<file path="config.mk">
export PLATFORM = sky130hd
export DESIGN_NAME = ubx_frame_deframer
export DESIGN_NICKNAME = d
export VERILOG_FILES = /design/src/rtl/ubx_pkg.sv /design/src/rtl/ubx_frame_deframer.sv
export SDC_FILE = /design/constraint.sdc
export NUM_CORES = 1
export LEC_CHECK = 0
export BUFFER_PORTS_ARGS = -buffer_cell sky130_fd_sc_hd__buf_2
export CAP_MARGIN = 20
export CELL_PAD_IN_SITES_DETAIL_PLACEMENT = 0
export CELL_PAD_IN_SITES_GLOBAL_PLACEMENT = 1
export CORE_MARGIN = 2
export CORE_UTILIZATION = 30
export DETAILED_ROUTE_END_ITERATION = 12
export PLACE_DENSITY = 0.51
export SLEW_MARGIN = 5
export SYNTH_ARGS = -nofsm -noshare
export SYNTH_HDL_FRONTEND = slang
export SYNTH_SLANG_ARGS = --single-unit
</file>
<file path="constraint.sdc">
create_clock -name clk_i -period 23.5 [get_ports clk_i]
set_clock_uncertainty 0.2 [all_clocks]
set_input_delay 2.35 -clock clk_i [delete_from_list [all_inputs] [get_ports clk_i]]
set_output_delay 2.35 -clock clk_i [all_outputs]
set_load 0.05 [all_outputs]
</file>
<file path="src/rtl/ubx_pkg.sv">
// ----------------------------------------------------------------------------
// ubx_pkg
// Shared constants and the result word type of the frame deframer.
// ----------------------------------------------------------------------------
package ubx_pkg;

  localparam logic [7:0]  SyncOne       = 8'hB5;
  localparam logic [7:0]  SyncTwo       = 8'h62;
  localparam logic [15:0] LenLimitReset = 16'd8192;

  // result kinds
  localparam logic [1:0] KindPayload  = 2'd0;
  localparam logic [1:0] KindGood     = 2'd1;
  localparam logic [1:0] KindBadSum   = 2'd2;
  localparam logic [1:0] KindRejected = 2'd3;

  // phase codes
  localparam logic [3:0] PhHunt1   = 4'd0;
  localparam logic [3:0] PhHunt2   = 4'd1;
  localparam logic [3:0] PhClass   = 4'd2;
  localparam logic [3:0] PhId      = 4'd3;
  localparam logic [3:0] PhLenLo   = 4'd4;
  localparam logic [3:0] PhLenHi   = 4'd5;
  localparam logic [3:0] PhPayload = 4'd6;
  localparam logic [3:0] PhCkA     = 4'd7;
  localparam logic [3:0] PhCkB     = 4'd8;

  typedef struct packed {
    logic [1:0]  kind;
    logic [7:0]  msg_class;
    logic [7:0]  msg_id;
    logic [15:0] frame_len;
    logic [7:0]  payload_byte;
    logic [15:0] byte_index;
    logic [15:0] good_count;
    logic [15:0] bad_sum_count;
    logic [15:0] resync_count;
  } result_t;

endpackage

</file>
<file path="src/rtl/ubx_frame_deframer.sv">
// ----------------------------------------------------------------------------
// ubx_frame_deframer
// Byte-serial deframer: sync hunt, header, payload streaming, 8-bit Fletcher check.
// ----------------------------------------------------------------------------
// A result word is registered into the output word when that word is free, else into the skid word.
// Throughput: one byte per cycle while in_ready_o is high; the per-byte state update is a single pass.
// A two-word output register/skid pair lets bytes keep flowing while one
// result waits; input stalls only when both words are occupied.
// Reset (rst_ni low, asynchronous): hunting, counters zero, limit 8192.
module ubx_frame_deframer #(
  parameter int COUNT_WIDTH = 16
) (
  input  logic        clk_i,
  input  logic        rst_ni,
  input  logic        cfg_valid_i,
  output logic        cfg_ready_o,
  input  logic [15:0] cfg_data_i,
  input  logic        in_valid_i,
  output logic        in_ready_o,
  input  logic [7:0]  rx_byte_i,
  output logic        out_valid_o,
  input  logic        out_ready_i,
  output logic [1:0]  kind_o,
  output logic [7:0]  msg_class_o,
  output logic [7:0]  msg_id_o,
  output logic [15:0] frame_len_o,
  output logic [7:0]  payload_byte_o,
  output logic [15:0] byte_index_o,
  output logic [15:0] good_count_o,
  output logic [15:0] bad_sum_count_o,
  output logic [15:0] resync_count_o
);

  logic [15:0] max_len_q;
  logic [3:0]  phase_q, phase_d;
  logic [7:0]  class_q, class_d;
  logic [7:0]  id_q, id_d;
  logic [15:0] len_q, len_d;
  logic [15:0] seen_q, seen_d;
  logic [7:0]  sum_a_q, sum_a_d;
  logic [7:0]  sum_b_q, sum_b_d;
  logic [7:0]  got_a_q, got_a_d;
  logic        skipped_q, skipped_d;
  logic [COUNT_WIDTH-1:0] good_q, good_d;
  logic [COUNT_WIDTH-1:0] bad_q, bad_d;
  logic [COUNT_WIDTH-1:0] resync_q, resync_d;

  logic                res_valid;
  logic [1:0]          res_kind;
  logic [7:0]          res_pbyte;
  logic [15:0]         res_idx;
  ubx_pkg::result_t    res;
  ubx_pkg::result_t    out_q, skid_q;
  logic                out_valid_q, skid_valid_q;
  logic                in_fire, res_fire, out_free;
  logic [7:0]          sum_a_in, sum_b_in;
  logic [7:0]          base_a, base_b;
  logic [15:0]         seen_inc;

  assign cfg_ready_o = 1'b1;
  assign in_ready_o  = !skid_valid_q;
  assign in_fire     = in_valid_i && in_ready_o;
  assign res_fire    = in_fire && res_valid;
  assign out_free    = !out_valid_q || out_ready_i;

  // class byte restarts the running sums
  assign base_a   = (phase_q == ubx_pkg::PhClass) ? 8'd0 : sum_a_q;
  assign base_b   = (phase_q == ubx_pkg::PhClass) ? 8'd0 : sum_b_q;
  assign sum_a_in = base_a + rx_byte_i;
  assign sum_b_in = base_b + sum_a_in;
  assign seen_inc = seen_q + 16'd1;

  always_comb begin
    phase_d   = phase_q;
    class_d   = class_q;
    id_d      = id_q;
    len_d     = len_q;
    seen_d    = seen_q;
    sum_a_d   = sum_a_q;
    sum_b_d   = sum_b_q;
    got_a_d   = got_a_q;
    skipped_d = skipped_q;
    good_d    = good_q;
    bad_d     = bad_q;
    resync_d  = resync_q;
    res_valid = 1'b0;
    res_kind  = ubx_pkg::KindPayload;
    res_pbyte = 8'd0;
    res_idx   = 16'd0;
    unique case (phase_q)
      ubx_pkg::PhHunt2: begin
        if (rx_byte_i == ubx_pkg::SyncTwo) begin
          if (skipped_q) resync_d = resync_q + COUNT_WIDTH'(1);
          skipped_d = 1'b0;
          phase_d   = ubx_pkg::PhClass;
        end else begin
          skipped_d = 1'b1;
          phase_d   = (rx_byte_i == ubx_pkg::SyncOne) ? ubx_pkg::PhHunt2 : ubx_pkg::PhHunt1;
        end
      end
      ubx_pkg::PhClass: begin
        class_d = rx_byte_i;
        sum_a_d = sum_a_in;
        sum_b_d = sum_b_in;
        phase_d = ubx_pkg::PhId;
      end
      ubx_pkg::PhId: begin
        id_d    = rx_byte_i;
        sum_a_d = sum_a_in;
        sum_b_d = sum_b_in;
        phase_d = ubx_pkg::PhLenLo;
      end
      ubx_pkg::PhLenLo: begin
        len_d   = {8'd0, rx_byte_i};
        sum_a_d = sum_a_in;
        sum_b_d = sum_b_in;
        phase_d = ubx_pkg::PhLenHi;
      end
      ubx_pkg::PhLenHi: begin
        len_d   = {rx_byte_i, len_q[7:0]};
        sum_a_d = sum_a_in;
        sum_b_d = sum_b_in;
        seen_d  = 16'd0;
        if (len_d > max_len_q) begin
          resync_d  = resync_q + COUNT_WIDTH'(1);
          skipped_d = 1'b0;
          phase_d   = ubx_pkg::PhHunt1;
          res_valid = 1'b1;
          res_kind  = ubx_pkg::KindRejected;
        end else begin
          phase_d = (len_d == 16'd0) ? ubx_pkg::PhCkA : ubx_pkg::PhPayload;
        end
      end
      ubx_pkg::PhPayload: begin
        sum_a_d   = sum_a_in;
        sum_b_d   = sum_b_in;
        seen_d    = seen_inc;
        if (seen_inc >= len_q) phase_d = ubx_pkg::PhCkA;
        res_valid = 1'b1;
        res_kind  = ubx_pkg::KindPayload;
        res_pbyte = rx_byte_i;
        res_idx   = seen_q;
      end
      ubx_pkg::PhCkA: begin
        got_a_d = rx_byte_i;
        phase_d = ubx_pkg::PhCkB;
      end
      ubx_pkg::PhCkB: begin
        if (got_a_q == sum_a_q && rx_byte_i == sum_b_q) begin
          good_d   = good_q + COUNT_WIDTH'(1);
          res_kind = ubx_pkg::KindGood;
        end else begin
          bad_d    = bad_q + COUNT_WIDTH'(1);
          res_kind = ubx_pkg::KindBadSum;
        end
        skipped_d = 1'b0;
        phase_d   = ubx_pkg::PhHunt1;
        res_valid = 1'b1;
      end
      default: begin
        // first sync hunt, also any unused phase code
        if (rx_byte_i == ubx_pkg::SyncOne) begin
          phase_d = ubx_pkg::PhHunt2;
        end else begin
          skipped_d = 1'b1;
          phase_d   = ubx_pkg::PhHunt1;
        end
      end
    endcase
  end

  always_comb begin
    res.kind          = res_kind;
    res.msg_class     = class_d;
    res.msg_id        = id_d;
    res.frame_len     = len_d;
    res.payload_byte  = res_pbyte;
    res.byte_index    = res_idx;
    res.good_count    = 16'(good_d);
    res.bad_sum_count = 16'(bad_d);
    res.resync_count  = 16'(resync_d);
  end

  always_ff @(posedge clk_i or negedge rst_ni) begin
    if (!rst_ni) begin
      max_len_q <= ubx_pkg::LenLimitReset;
      phase_q   <= ubx_pkg::PhHunt1;
      class_q   <= 8'd0;
      id_q      <= 8'd0;
      len_q     <= 16'd0;
      seen_q    <= 16'd0;
      sum_a_q   <= 8'd0;
      sum_b_q   <= 8'd0;
      got_a_q   <= 8'd0;
      skipped_q <= 1'b0;
      good_q    <= '0;
      bad_q     <= '0;
      resync_q  <= '0;
    end else begin
      if (cfg_valid_i) max_len_q <= cfg_data_i;
      if (in_fire) begin
        phase_q   <= phase_d;
        class_q   <= class_d;
        id_q      <= id_d;
        len_q     <= len_d;
        seen_q    <= seen_d;
        sum_a_q   <= sum_a_d;
        sum_b_q   <= sum_b_d;
        got_a_q   <= got_a_d;
        skipped_q <= skipped_d;
        good_q    <= good_d;
        bad_q     <= bad_d;
        resync_q  <= resync_d;
      end
    end
  end

  // output word plus skid word; new words go to the skid only when the
  // output word is held
  always_ff @(posedge clk_i or negedge rst_ni) begin
    if (!rst_ni) begin
      out_valid_q  <= 1'b0;
      skid_valid_q <= 1'b0;
    end else begin
      if (out_free) begin
        out_valid_q  <= skid_valid_q || res_fire;
        skid_valid_q <= 1'b0;
      end else if (res_fire) begin
        skid_valid_q <= 1'b1;
      end
    end
  end

  always_ff @(posedge clk_i) begin
    if (out_free) begin
      if (skid_valid_q) out_q <= skid_q;
      else if (res_fire) out_q <= res;
    end else if (res_fire) begin
      skid_q <= res;
    end
  end

  assign out_valid_o     = out_valid_q;
  assign kind_o          = out_q.kind;
  assign msg_class_o     = out_q.msg_class;
  assign msg_id_o        = out_q.msg_id;
  assign frame_len_o     = out_q.frame_len;
  assign payload_byte_o  = out_q.payload_byte;
  assign byte_index_o    = out_q.byte_index;
  assign good_count_o    = out_q.good_count;
  assign bad_sum_count_o = out_q.bad_sum_count;
  assign resync_count_o  = out_q.resync_count;

`ifndef SYNTHESIS
  a_skid_needs_out: assert property (@(posedge clk_i) disable iff (!rst_ni)
    skid_valid_q |-> out_valid_q)
    else $error("skid word held without output word");

  a_phase_legal: assert property (@(posedge clk_i) disable iff (!rst_ni)
    phase_q <= ubx_pkg::PhCkB)
    else $error("phase left the legal code range");

  a_payload_in_range: assert property (@(posedge clk_i) disable iff (!rst_ni)
    (phase_q == ubx_pkg::PhPayload) |-> (seen_q < len_q))
    else $error("payload index reached frame length");

  a_good_step: assert property (@(posedge clk_i) disable iff (!rst_ni)
    (res_fire && res_kind == ubx_pkg::KindGood) |=>
      (good_q == $past(good_q) + COUNT_WIDTH'(1)))
    else $error("good counter did not advance on good frame");

  a_good_only_on_good: assert property (@(posedge clk_i) disable iff (!rst_ni)
    !(in_fire && res_valid && res_kind == ubx_pkg::KindGood) |=>
      $stable(good_q))
    else $error("good counter moved without a good frame");
`endif

endmodule

</file>
## Word level (Yosys, flattened, before mapping)

Cells that the tools add are included.

- Input bits: 29
- Output and inout port bits: 109
- Logic and storage cells: 114
- Bits in registers: 355

- Multiplexer cells: 35
- Eq/ne operators: 15
- Reduce and logical (&&, ||, !) cells: 21
- $add $sub $neg: 6
- Bitwise gates (word level): 2
- Order comparisons: 2

Operators with widths:

| operator | count |
|---|---|
| $mux 106 | 2 |
| $mux 16 | 8 |
| $pmux 16 s2 | 3 |
| $add 16x1->16 const B | 4 |
| $mux 8 | 5 |
| $pmux 4 s8 | 1 |
| $add 8x8->8 | 2 |
| $eq 4x3->1 const B | 4 |
| $eq 8x8->1 | 2 |
| $ge 16x16->1 | 1 |
| $gt 16x16->1 | 1 |
| $logic_not 16->1 | 1 |
| $reduce_and 2->1 | 6 |
| $reduce_or 5->1 | 2 |
| $eq 4x2->1 const B | 2 |
| $eq 8x7->1 const B | 1 |
| $eq 8x8->1 const B | 1 |
| $mux 1 | 8 |
| $mux 2 | 3 |
| $reduce_bool 2->1 | 3 |
| $eq 4x1->1 const B | 1 |
| $eq 4x4->1 const B | 1 |
| $mux 4 | 1 |
| $ne 2x2->1 const B | 2 |
| other kinds (11) | 16 |

## Logic depth before layout (Yosys ltp)

Gate-level depths: netlist of the first run.

- Depth after elaboration: 6
- Depth in mapped cells: 22
- Depth with buffers taken out: 18

## Least setup slack after synthesis of the first run

OpenSTA, ideal clock, no wires.

- Path type: input-to-reg
- Start point: input port rx_byte_i[7]
- End point: register skid_q[0] (netlist name), enable pin
- Stages on the path: 8
- Path buffers: 1
- Required time: 22.717 ns
- Setup slack: 13.728 ns
- Setup time: 0.583 ns
- Data arrival time: 8.989 ns
- Cell sequence: ha_1 nand4_1 or4_1 a21o_1 a311o_1 clkbuf_1 a31oi_1 nor2b_1

- Word-level cells in the longest chain between the ends: 5

RTL lines:

| item | line | text |
|---|---|---|
| start, declared | ubx_frame_deframer.sv:20 | `input logic [7:0] rx_byte_i,` |
| $gt 16x16->1 | ubx_frame_deframer.sv:124 | `if (len_d > max_len_q) begin` |
| $mux 1 | ubx_frame_deframer.sv:124 |  |
| $pmux 1 s2 | ubx_frame_deframer.sv:90 | `unique case (phase_q)` |
| $logic_and 1x1->1 | ubx_frame_deframer.sv:63 | `assign res_fire = in_fire && res_valid;` |
| $reduce_and 2->1 (no source line) | - |  |
| end signal, assigned | ubx_frame_deframer.sv:239 | `skid_q <= res;` |
| end, declared | ubx_frame_deframer.sv:53 | `ubx_pkg::result_t out_q, skid_q;` |

Every way passes these cells.
A chain may end at the register's enable or synchronous reset.

## Final worst setup path of the first run

- Start point: input port rx_byte_i[7]
- End point: register skid_q[95] (netlist name), enable pin

The elaborated chain is that of the path after synthesis.

==> impl_metrics.env, run 1 <==
export IMPL_maxCapViolCount=0
export IMPL_synth_edf_count=212
export IMPL_topRoutingLayerUsed="met4"
export IMPL_final_min_clock_period_ns=6.63
export IMPL_ys_warnings_count=0
export IMPL_worst_path_max_delay_cell="nor2b_4"
export IMPL_antenna_found_initial=0
export IMPL_drc_errors=0
export IMPL_switching_share_pct=35.4
export IMPL_dieArea_sq_um=57800
export IMPL_regArea_sq_um=9950
export IMPL_routed_wl_met2_um=19100
export IMPL_syn_nets=1484
export IMPL_clock_fmax_mhz=151
export IMPL_cts_setup_buffers=0
export IMPL_synthCells=1403
export IMPL_grt_pass1_wl_um=65300
export IMPL_via_per_inst=4.67
export IMPL_fp_coreArea_sq_um=55200
export IMPL_track_usage_pct=14.8
export IMPL_dp_hpwl_um=27900
export IMPL_p_leak_nw=8.20
export IMPL_post_route_period_util_pct=28.2
export IMPL_dp_cells=2230
export IMPL_worstSetupPathType="in2reg"
export IMPL_cp_start_kind="input port"
export IMPL_avgSynthCellArea_sq_um=12.0
export IMPL_setup_viol=0
export IMPL_final_cells=2304
export IMPL_critPathTopFamily="buffers and inverters"
export IMPL_wirelength_um=41700
export IMPL_yosysMostFrequentCell="edfxtp_1"
export IMPL_multiInputGateArea_sq_um=6390
export IMPL_drive_gt1_share_pct=22.7
export IMPL_total_power_mw=2.26
export IMPL_slew_violations=0
export IMPL_p_comb_share_pct=31.3
export IMPL_peakVddDrop_v=0.0000744
export IMPL_power_frac_seq_pct=38.7
export IMPL_clk_pin_slew_ns=0.06
export IMPL_synth_area_leaders="edfxtp_1, dfrtp_1, mux2_2"
export IMPL_p_per_area_nw_per_um2=115
export IMPL_numClockSinks=355
export IMPL_synth_top_area_share_pct=38.0
export IMPL_yosys_top_cells_count="edfxtp_1, nand2_1, dfrtp_1, mux2_2, o21ai_0"
export IMPL_slew_headroom_pct=38.9
export IMPL_met1_length_um=20000
export IMPL_io_buffer_count=136
export IMPL_hold_buffers=0
export IMPL_clock_path_buffers=3
export IMPL_cpMostUsedCell="buf_4"
export IMPL_drt_iter0_markers=552
export IMPL_io_pin_count=138
export IMPL_status="complete, no violations"
export IMPL_worstPathCellList="buf_2 > ha_1 > nand4_1 > or4_1 > a21o_1 > a311o_1 > buf_4 > a31oi_1 > nor2b_4 > buf_4 > buf_4"
export IMPL_drt_pass1_iterations=5
export IMPL_grt_max_degree=65
export IMPL_rows=86
export IMPL_power_share_clock_pct=30.0
export IMPL_root_buffer="clkbuf_16"
export IMPL_htree_levels=2
export IMPL_rsz0062_at_grt="false"
export IMPL_cp_buffers_inverters=4
export IMPL_switching_power_uw=799
export IMPL_gp_routability_congestion=0.771
export IMPL_p_int_mw=1.46
export IMPL_ys_ff_latch=355
export IMPL_finalHoldViolations=0
export IMPL_nNetsFinal=1606
export IMPL_hold_slack_ns=0.277
export IMPL_crit_path_end_kind="register"
export IMPL_first_global_vias=11000
export IMPL_syn2layout_area_growth_pct=17.3
export IMPL_cts_buffers=41
export IMPL_synth_ff_type="edfxtp_1"
export IMPL_tightest_slew_ns=0.909
export IMPL_diodes=0
export IMPL_ys_async_sr_fraction_pct=40.3
export IMPL_grt_ovfl_total=0
export IMPL_worst_ep_arrival_time_ns=6.63
export IMPL_die_x_um=240
export IMPL_tritoncts="done"
export IMPL_die_h_um=240
export IMPL_synth_seq_area_share_pct=59.3
export IMPL_n_fill_cell=5420
export IMPL_post_cts_resized=0
export IMPL_initial_core_util_pct=30.4
export IMPL_synth_largest_area_cell="edfxtp_1"
export IMPL_worst_hold_path_type="reg2reg"
export IMPL_drtAntennaViolNets=0
export IMPL_critPathMaxStageDelay_ns=0.67
export IMPL_netlist_area_sq_um=16800
export IMPL_cp_max_fo=45
export IMPL_wl_met3_um=1710
export IMPL_insertion_delay_ns=0.57
export IMPL_yosysUniqueCellTypes=54
export IMPL_worstPathRequired_ns=23.50
export IMPL_avgRoutedWirePerCell_um=18.1
export IMPL_finalSetupTns_ns=0
export IMPL_via_count=10800
kinds of logic after synthesis:
kind of cell / after synthesis / share of synthesized area [%]
AO/OA/AOI/OAI: 177 / 6.42
XOR/XNOR: 121 / 6.32
other: 1 / 0.0224
flip-flops: 355 / 59.3
AND/OR/NAND/NOR: 450 / 12.8
buffers and inverters: 122 / 2.81
multiplexers: 125 / 8.38
adder cells (fa/ha/maj): 52 / 3.97
power by group through the flow:
stage	Sequential [mW]	Combinational (mW)	Clock (mW)
finish	0.872	0.706	0.677
global route	0.886	0.786	0.726
global placement	0.886	0.714	0
CTS	0.875	0.718	0.704
floorplan	0.986	0.414	0
detailed placement	0.885	0.713	0
state kept, by name (all words and copies together) (netlist names), 2 cells and up:
signal,count
bad_q,16
bad_sum_count_o,16
byte_index_o,16
class_q,8
frame_len_o,16
good_count_o,16
good_q,16
got_a_q,8
id_q,8
kind_o,2
len_q,16
max_len_q,16
msg_class_o,8
msg_id_o,8
payload_byte_o,8
phase_q,4
resync_count_o,16
resync_q,16
seen_q,16
skid_q,106
sum_a_q,8
sum_b_q,8
worst reg2reg max path, delay by kind of cell (launching register included):
| family | cells | cell delay (ns) |
|---|---|---|
| adder cells (fa/ha/maj) | 1 | 0.30 |
| AND/OR/NAND/NOR | 3 | 1.39 |
| buffers and inverters | 4 | 1.53 |
| AO/OA/AOI/OAI | 3 | 0.78 |
| flip-flops | 1 | 0.51 |
per-layer routing:
layer | vias up | global-route usage [%]
li1 | 5235 | -
met1 | 5283 | 20.5
met2 | 177 | 23.5
met3 | 57 | 2.41
met4 | 0 | 4.48
met5 | - | 0
cells in the final DEF (no fill, tap or decap), types with 4 or more instances in the layout:
cell type / synthesis / layout
mux2_2: 123 / 123
xor2_1: 66 / 66
o21a_1: 8 / 7
o31ai_1: 5 / 5
xnor2_1: 55 / 55
a31oi_1: 16 / 16
clkbuf_16: 0 / 41
a21o_1: 5 / 5
o21ai_0: 78 / 78
ha_1: 50 / 50
and3_1: 18 / 18
clkbuf_1: 64 / 9
nand2_1: 188 / 188
nor2b_1: 6 / 4
and2_1: 39 / 39
buf_2: 1 / 135
nor3_1: 37 / 37
a211oi_1: 4 / 4
nand3_1: 36 / 36
nand4_1: 24 / 24
a32o_1: 9 / 9
dfrtp_1: 142 / 142
nor4_1: 10 / 9
inv_1: 49 / 49
bufinv_16: 0 / 8
a21oi_1: 30 / 30
or2_2: 9 / 9
or3_1: 4 / 4
nor2_1: 58 / 58
clkinv_1: 0 / 7
nand2b_1: 7 / 7
buf_4: 1 / 15
edfxtp_1: 212 / 212
o31a_1: 5 / 5
cell type report:
| type | count | area share, % |
|---|---|---|
| Inverter | 50 | 0.967 |
| Tap cell | 748 | 4.76 |
| Multi-Input combinational cell | 926 | 32.5 |
| Clock buffer | 51 | 5.46 |
| Clock inverter | 23 | 1.72 |
| Timing Repair Buffer | 151 | 4.06 |
| Sequential cell | 355 | 50.6 |
stage by stage:
step / utilization [%] / setup WS [ns] / area [sq um]
after floorplan: - / 13.73 / 16800
after global placement: 33.1 / 16.26 / 18300
after detailed placement: 33.1 / 16.21 / 18300
after CTS: 35.6 / 16.81 / 19700
after global routing: 35.6 / 16.57 / 19700
final: 35.6 / 16.87 / 19700
final timing paths:
path	from	endpoint	slack (ns)	depth (start not counted)
worst max-delay path	rx_byte_i[7]	skid_q[95]	16.87	11
worst min-delay path	class_q[1]	class_q[1]	0.28	2
worst max register to register	max_len_q[13]	skid_q[95]	18.39	11
worst min register to register	class_q[1]	class_q[1]	0.28	2
max in group asynchronous	rst_ni	max_len_q[3]	19.78	3
min in group asynchronous	rst_ni	resync_q[1]	1.53	1
No activity file was read; power rests on OpenSTA's default activity.
==> run 2: changes to the inputs <==
--- a/config.mk
+++ b/config.mk
@@ -12,7 +12,7 @@
 export CORE_MARGIN = 2
 export CORE_UTILIZATION = 30
 export DETAILED_ROUTE_END_ITERATION = 12
-export PLACE_DENSITY = 0.51
+export PLACE_DENSITY = 0.53
 export SLEW_MARGIN = 5
 export SYNTH_ARGS = -nofsm -noshare
 export SYNTH_HDL_FRONTEND = slang
==> constraint.sdc (replaced) <==
create_clock -name clk_i -period 5.5 [get_ports clk_i]
set_clock_uncertainty 0.2 [all_clocks]
set_input_delay 0.55 -clock clk_i [delete_from_list [all_inputs] [get_ports clk_i]]
set_output_delay 0.55 -clock clk_i [all_outputs]
set_load 0.05 [all_outputs]
==> run 2 against run 1 <==
Compared with the run above: power rose to 4.3 times the previous value; highest routed layer unchanged; wire length fell by 0.91%; non-clock buffer count rose by 14; cell count rose by 0.74%; critical endpoint is now sum_b_q[7].
==> impl_metrics.env, run 2 (synthesized netlist as in run 1, its figures left out) <==
export IMPL_dp_hpwl_um=27200
export IMPL_insertion_delay_ns=0.55
export IMPL_die_h_um=240
export IMPL_first_global_vias=11100
export IMPL_endpoint="sum_b_q[7]"
export IMPL_rr_endpoint="sum_b_q[7]"
export IMPL_grt_ovfl_total=0
export IMPL_finalSetupTns_ns=0
export IMPL_worst_hold_path_type="in2reg"
export IMPL_regMostFlops="skid_q"
export IMPL_finalHoldViolations=0
export IMPL_gp_routability_congestion=0.784
export IMPL_die_x_um=240
export IMPL_clk_pin_slew_ns=0.06
export IMPL_tightest_slew_ns=1.07
export IMPL_place_area_sq_um=18300
export IMPL_worstPathRequired_ns=5.74
export IMPL_htree_levels=2
export IMPL_via_per_inst=4.65
export IMPL_root_buffer="clkbuf_16"
export IMPL_drc_errors=0
export IMPL_io_buffer_count=136
export IMPL_crit_path_end_kind="register"
export IMPL_rsz0062_at_grt="false"
export IMPL_initial_core_util_pct=30.4
export IMPL_met1_length_um=20400
export IMPL_largest_register_ffs=106
export IMPL_io_pin_count=138
export IMPL_clock_fmax_mhz=212
export IMPL_track_usage_pct=14.5
export IMPL_reg2reg_from="phase_q[0]"
export IMPL_p_leak_nw=8.33
export IMPL_setup_viol=0
export IMPL_routed_wl_met2_um=18600
export IMPL_rows=86
export IMPL_peakVddDrop_v=0.000264
export IMPL_dieArea_sq_um=57800
export IMPL_final_min_clock_period_ns=4.72
export IMPL_setup_ws_ns=0.775
export IMPL_via_count=10800
export IMPL_tritoncts="done"
export IMPL_drt_iter0_markers=663
export IMPL_maxCapViolCount=0
export IMPL_hold_slack_ns=0.0331
export IMPL_dp_cells=2231
export IMPL_final_cells=2321
export IMPL_post_route_cell_area_sq_um=19900
export IMPL_layout_commonest_cell="edfxtp_1"
export IMPL_wl_met3_um=1710
export IMPL_grt_pass1_wl_um=65000
export IMPL_worstRegToRegCells=17
export IMPL_grt_max_degree=83
export IMPL_worst_ep_arrival_time_ns=4.96
export IMPL_numClockSinks=355
export IMPL_worstSetupPathType="reg2reg"
export IMPL_antenna_found_initial=0
export IMPL_cts_buffers=42
export IMPL_cp_startpoint="phase_q[0]"
export IMPL_drive_gt1_share_pct=23.3
export IMPL_nNetsFinal=1621
export IMPL_diodes=0
export IMPL_status="complete, no violations"
export IMPL_layout_common_cells="edfxtp_1, nand2_1, dfrtp_1, buf_2, mux2_2"
export IMPL_post_route_period_util_pct=85.9
export IMPL_avgRoutedWirePerCell_um=17.8
export IMPL_fp_coreArea_sq_um=55200
export IMPL_drt_pass1_iterations=5
export IMPL_drtAntennaViolNets=0
export IMPL_n_fill_cell=5434
export IMPL_slew_headroom_pct=28.8
export IMPL_clock_path_buffers=3
export IMPL_worst_r2r_setup_slack_ns=0.78
export IMPL_syn2layout_area_growth_pct=18.9
export IMPL_cp_start_kind="register"
export IMPL_wirelength_um=41400
export IMPL_topRoutingLayerUsed="met4"
export IMPL_p_per_area_nw_per_um2=491
export IMPL_slew_violations=0
export IMPL_pre_cts_ws_ns=0.805
export IMPL_cp_max_fo=26
-- run 2: cell count changes in the layout (fill, tap and decap cells not counted), moves of 4 or more --
cell,previous run,this run
clkinv_2,3,11
clkbuf_1,9,5
clkinv_1,7,3
dlygate4sd3_1,0,13
-- run 2: how the worst min path moves through the flow --
stage / start / to / slack (ns) / depth (start not counted)
6_report: cfg_data_i[15] / max_len_q[15] / 0.03 / 3
5_1_grt: cfg_data_i[15] / max_len_q[15] / 0.009 / 3
4_1_cts: cfg_data_i[11] / max_len_q[11] / 0.003 / 3
3_5_place_dp: id_q[1] / id_q[1] / 0.26 / 2
3_3_place_gp: id_q[5] / id_q[5] / 0.25 / 2
2_1_floorplan: rst_ni / bad_q[0] / 0.05 / 0
-- run 2: area by class of cell --
type	instances	area [sq um]	area share, %
clock buffers	49	1110	5.56
clock inverters	28	399	2.00
inverters	50	190	0.954
multi-input cells	926	6390	32.1
flip-flops and latches	355	9950	49.9
well taps	748	936	4.69
repair buffers	165	962	4.83
-- run 2: layer usage --
| layer | vias up | global-route usage [%] |
|---|---|---|
| li1 | 5270 | - |
| met1 | 5306 | 20.7 |
| met2 | 171 | 22.7 |
| met3 | 45 | 2.88 |
| met4 | 0 | 3.31 |
| met5 | - | 0 |
-- run 2: what timing repair did --
item | in CTS | in global routing
gates resized for setup | 0 | 0
buffers inserted | 0 | 0
hold buffers | 13 | 0
endpoints found under the hold margin | 43 | 0
-- run 2: power breakdown --
group | switching [mW] | internal [mW]
combinational | 1.96 | 1.05
clock | 1.14 | 1.91
sequential | 0.311 | 3.41
total | 3.41 | 6.38
-- run 2: critical path, stage by stage (launching register included) --
cell	delay (ns)
dfrtp_1	0.60
or4b_2	1.02
and2_1	0.29
ha_1	0.19
inv_1	0.07
fa_1	0.21
nor2b_1	0.06
o21ai_0	0.18
a21oi_1	0.12
o21a_1	0.17
nor2_1	0.12
xnor2_1	0.11
ha_1	0.24
or3_1	0.37
o211ai_1	0.11
xor2_1	0.24
mux2i_1	0.21
a21oi_1	0.08
-- run 2: stage by stage --
step	total power, mW	utilization (%)
after floorplan	5.97	-
after global placement	6.79	33.1
after detailed placement	6.81	33.1
after CTS	9.94	36.1
after global routing	10.4	36.1
final	9.79	36.1
==> run 3: changes to the inputs <==
--- a/config.mk
+++ b/config.mk
@@ -5,6 +5,7 @@
 export SDC_FILE = /design/constraint.sdc
 export NUM_CORES = 1
 export LEC_CHECK = 0
+export ABC_AREA = 1
 export BUFFER_PORTS_ARGS = -buffer_cell sky130_fd_sc_hd__buf_2
 export CAP_MARGIN = 20
 export CELL_PAD_IN_SITES_DETAIL_PLACEMENT = 0
@@ -12,7 +13,7 @@
 export CORE_MARGIN = 2
 export CORE_UTILIZATION = 30
 export DETAILED_ROUTE_END_ITERATION = 12
-export PLACE_DENSITY = 0.53
+export PLACE_DENSITY = 0.55
 export SLEW_MARGIN = 5
 export SYNTH_ARGS = -nofsm -noshare
 export SYNTH_HDL_FRONTEND = slang
==> run 3 against run 2 <==
Compared with the run above: via count up 26%; critical endpoint unchanged; sequential power down 21%; cell count up 27%.
==> impl_metrics.env, run 3 <==
export IMPL_status="complete, no violations"
export IMPL_rows=89
export IMPL_reg2reg_from="phase_q[1]"
export IMPL_wirelength_um=48800
export IMPL_post_route_cell_area_sq_um=20700
export IMPL_regMostFlops="skid_q"
export IMPL_tightest_slew_ns=0.999
export IMPL_worst_path_max_delay_cell="inv_1"
export IMPL_post_cts_resized=0
export IMPL_layout_commonest_cell="nand2_1"
export IMPL_hold_buffers=11
export IMPL_track_usage_pct=16.4
export IMPL_initial_core_util_pct=30.2
export IMPL_io_buffer_count=136
export IMPL_crit_path_end_kind="register"
export IMPL_root_buffer="clkbuf_16"
export IMPL_clock_fmax_mhz=226
export IMPL_post_route_period_util_pct=80.4
export IMPL_place_area_sq_um=19200
export IMPL_switching_power_mw=1.54
export IMPL_n_fill_cell=6125
export IMPL_dp_hpwl_um=32400
export IMPL_antenna_found_initial=0
export IMPL_cts_setup_buffers=0
export IMPL_via_per_inst=4.60
export IMPL_yosysUniqueCellTypes=51
export IMPL_via_count=13600
export IMPL_synth_area_leaders="edfxtp_1, dfrtp_1, nand2_1"
export IMPL_worst_r2r_setup_slack_ns=1.08
export IMPL_io_pin_count=138
export IMPL_cp_start_kind="register"
export IMPL_fp_coreArea_sq_um=58800
export IMPL_worstPathRequired_ns=5.75
export IMPL_critPathMaxStageDelay_ns=0.43
export IMPL_synth_edf_count=212
export IMPL_ys_ff_latch=355
export IMPL_power_share_clock_pct=45.1
export IMPL_htree_levels=2
export IMPL_slew_violations=0
export IMPL_setup_viol=0
export IMPL_synth_ff_type="edfxtp_1"
export IMPL_grt_max_degree=91
export IMPL_finalHoldViolations=0
export IMPL_rr_endpoint="sum_b_q[7]"
export IMPL_maxCapViolCount=0
export IMPL_endpoint="sum_b_q[7]"
export IMPL_p_int_mw=4.71
export IMPL_layout_common_cells="nand2_1, edfxtp_1, inv_1, o21ai_0, dfrtp_1"
export IMPL_first_global_vias=13500
export IMPL_avgSynthCellArea_sq_um=8.81
export IMPL_clk_pin_slew_ns=0.06
export IMPL_grt_pass1_wl_um=78300
export IMPL_synth_seq_area_share_pct=56.0
export IMPL_synth_top_area_share_pct=35.9
export IMPL_switching_share_pct=24.7
export IMPL_worstSetupPathType="reg2reg"
export IMPL_peakVddDrop_v=0.000170
export IMPL_syn2layout_area_growth_pct=16.5
export IMPL_cp_max_fo=22
export IMPL_power_frac_seq_pct=46.9
export IMPL_synthCells=2015
export IMPL_avgRoutedWirePerCell_um=16.5
export IMPL_hold_slack_ns=0.0309
export IMPL_p_leak_nw=9.48
export IMPL_total_power_mw=6.25
export IMPL_worst_hold_path_type="in2reg"
export IMPL_grt_ovfl_total=0
export IMPL_yosysMostFrequentCell="nand2_1"
export IMPL_p_per_area_nw_per_um2=302
export IMPL_netlist_area_sq_um=17800
export IMPL_worst_ep_arrival_time_ns=4.67
export IMPL_cp_startpoint="phase_q[1]"
export IMPL_drt_pass1_iterations=5
export IMPL_diodes=0
export IMPL_drc_errors=0
export IMPL_drive_gt1_share_pct=11.7
export IMPL_rsz0062_at_grt="false"
export IMPL_slew_headroom_pct=33.4
export IMPL_yosys_top_cells_count="nand2_1, edfxtp_1, inv_1, o21ai_0, dfrtp_1"
export IMPL_nNetsFinal=2229
export IMPL_insertion_delay_ns=0.56
export IMPL_syn_nets=2096
export IMPL_p_comb_share_pct=8.0
export IMPL_worstRegToRegCells=20
export IMPL_die_x_um=247
export IMPL_clock_path_buffers=3
export IMPL_die_h_um=247
export IMPL_worstPathCellList="inv_1 > nor2_1 > nand2_1 > inv_1 > nor2_1 > ha_1 > inv_1 > fa_1 > o21ai_0 > a21oi_1 > nor2_1 > nor2_1 > xnor2_1 > ha_1 > inv_1 > o311ai_0 > nand3b_1 > nand2_1 > nand2_1 > nand2_1"
export IMPL_gp_routability_congestion=0.840
export IMPL_drtAntennaViolNets=0
export IMPL_numClockSinks=355
export IMPL_dieArea_sq_um=61100
export IMPL_tritoncts="done"
export IMPL_cts_buffers=42
export IMPL_drt_iter0_markers=958
export IMPL_finalSetupTns_ns=0
export IMPL_synth_largest_area_cell="edfxtp_1"
export IMPL_largest_register_ffs=106
export IMPL_final_min_clock_period_ns=4.42
export IMPL_ys_async_sr_fraction_pct=40.3
export IMPL_ys_warnings_count=0
run 3: cell count changes in the layout (fill, tap and decap cells not counted), moves of 51 or more:
cell,before,now
inv_1,49,183
mux2_2,123,1
nand2_1,188,736
nand3_1,36,109
nor2_1,58,109
o21ai_0,78,157
run 3: cell type report:
| class | instances | area, sq um | share of cell area, % |
|---|---|---|---|
| clock inverter | 21 | 200 | 0.968 |
| inverter | 193 | 728 | 3.52 |
| tap | 773 | 967 | 4.68 |
| timing repair buffer | 159 | 887 | 4.29 |
| multi-input combinational | 1397 | 6790 | 32.8 |
| clock buffer | 56 | 1150 | 5.59 |
| sequential | 355 | 9950 | 48.1 |
run 3: cell families (layout without fill, tap and decap cells):
group	Yosys count	in the layout	synth area share [%]
and+or+nand+nor	1058	1058	24.7
DFF	355	355	56.0
buffers and inverters	263	429	5.86
AOI/OAI and AO/OA	242	242	7.25
adders and majority gates	52	52	3.75
xor gates and xnor gates	43	43	2.31
other	1	1	0.0211
muxes	1	1	0.0634
run 3: metrics by stage:
stage	util [%]	cells	worst slack (ns)
after global routing	35.2	2954	0.572
after floorplan	-	2015	0.257
after CTS	35.2	2954	1.14
final	35.2	2954	1.08
after detailed placement	32.7	2866	1.18
after global placement	32.7	2866	1.26
run 3: how the worst min path moves through the flow:
stage / from / endpoint / depth (start not counted)
floorplan: rst_ni / bad_q[0] / 0
global placement: class_q[4] / class_q[4] / 2
detailed placement: class_q[1] / class_q[1] / 2
CTS: cfg_data_i[8] / max_len_q[8] / 3
global route: cfg_data_i[0] / max_len_q[0] / 2
finish: cfg_data_i[8] / max_len_q[8] / 3
run 3: critical path, delay by kind of cell (launching register included):
| kind | cells | cell delay, ns |
|---|---|---|
| AO/OA/AOI/OAI | 3 | 0.86 |
| XOR/XNOR | 1 | 0.14 |
| adder cells (fa/ha/maj) | 3 | 0.91 |
| buffers and inverters | 4 | 0.69 |
| flip-flops | 1 | 0.40 |
| AND/OR/NAND/NOR | 9 | 1.11 |
run 3: power groups by stage:
stage	Clock, mW	Sequential, mW	Combinational (mW)
global placement	0	2.99	0.488
global route	3.02	2.94	0.581
detailed placement	0	2.99	0.499
floorplan	0	2.97	0.325
finish	2.82	2.94	0.498
CTS	2.92	2.94	0.509
run 3: metal layers:
layer | track usage [%] | vias to the layer above | wire, um
met2 | 25.1 | 224 | 21200
met1 | 23.9 | 6429 | 24700
li1 | - | 6868 | -
met5 | 0 | - | 0
met3 | 2.80 | 57 | 1990
met4 | 4.09 | 0 | 924
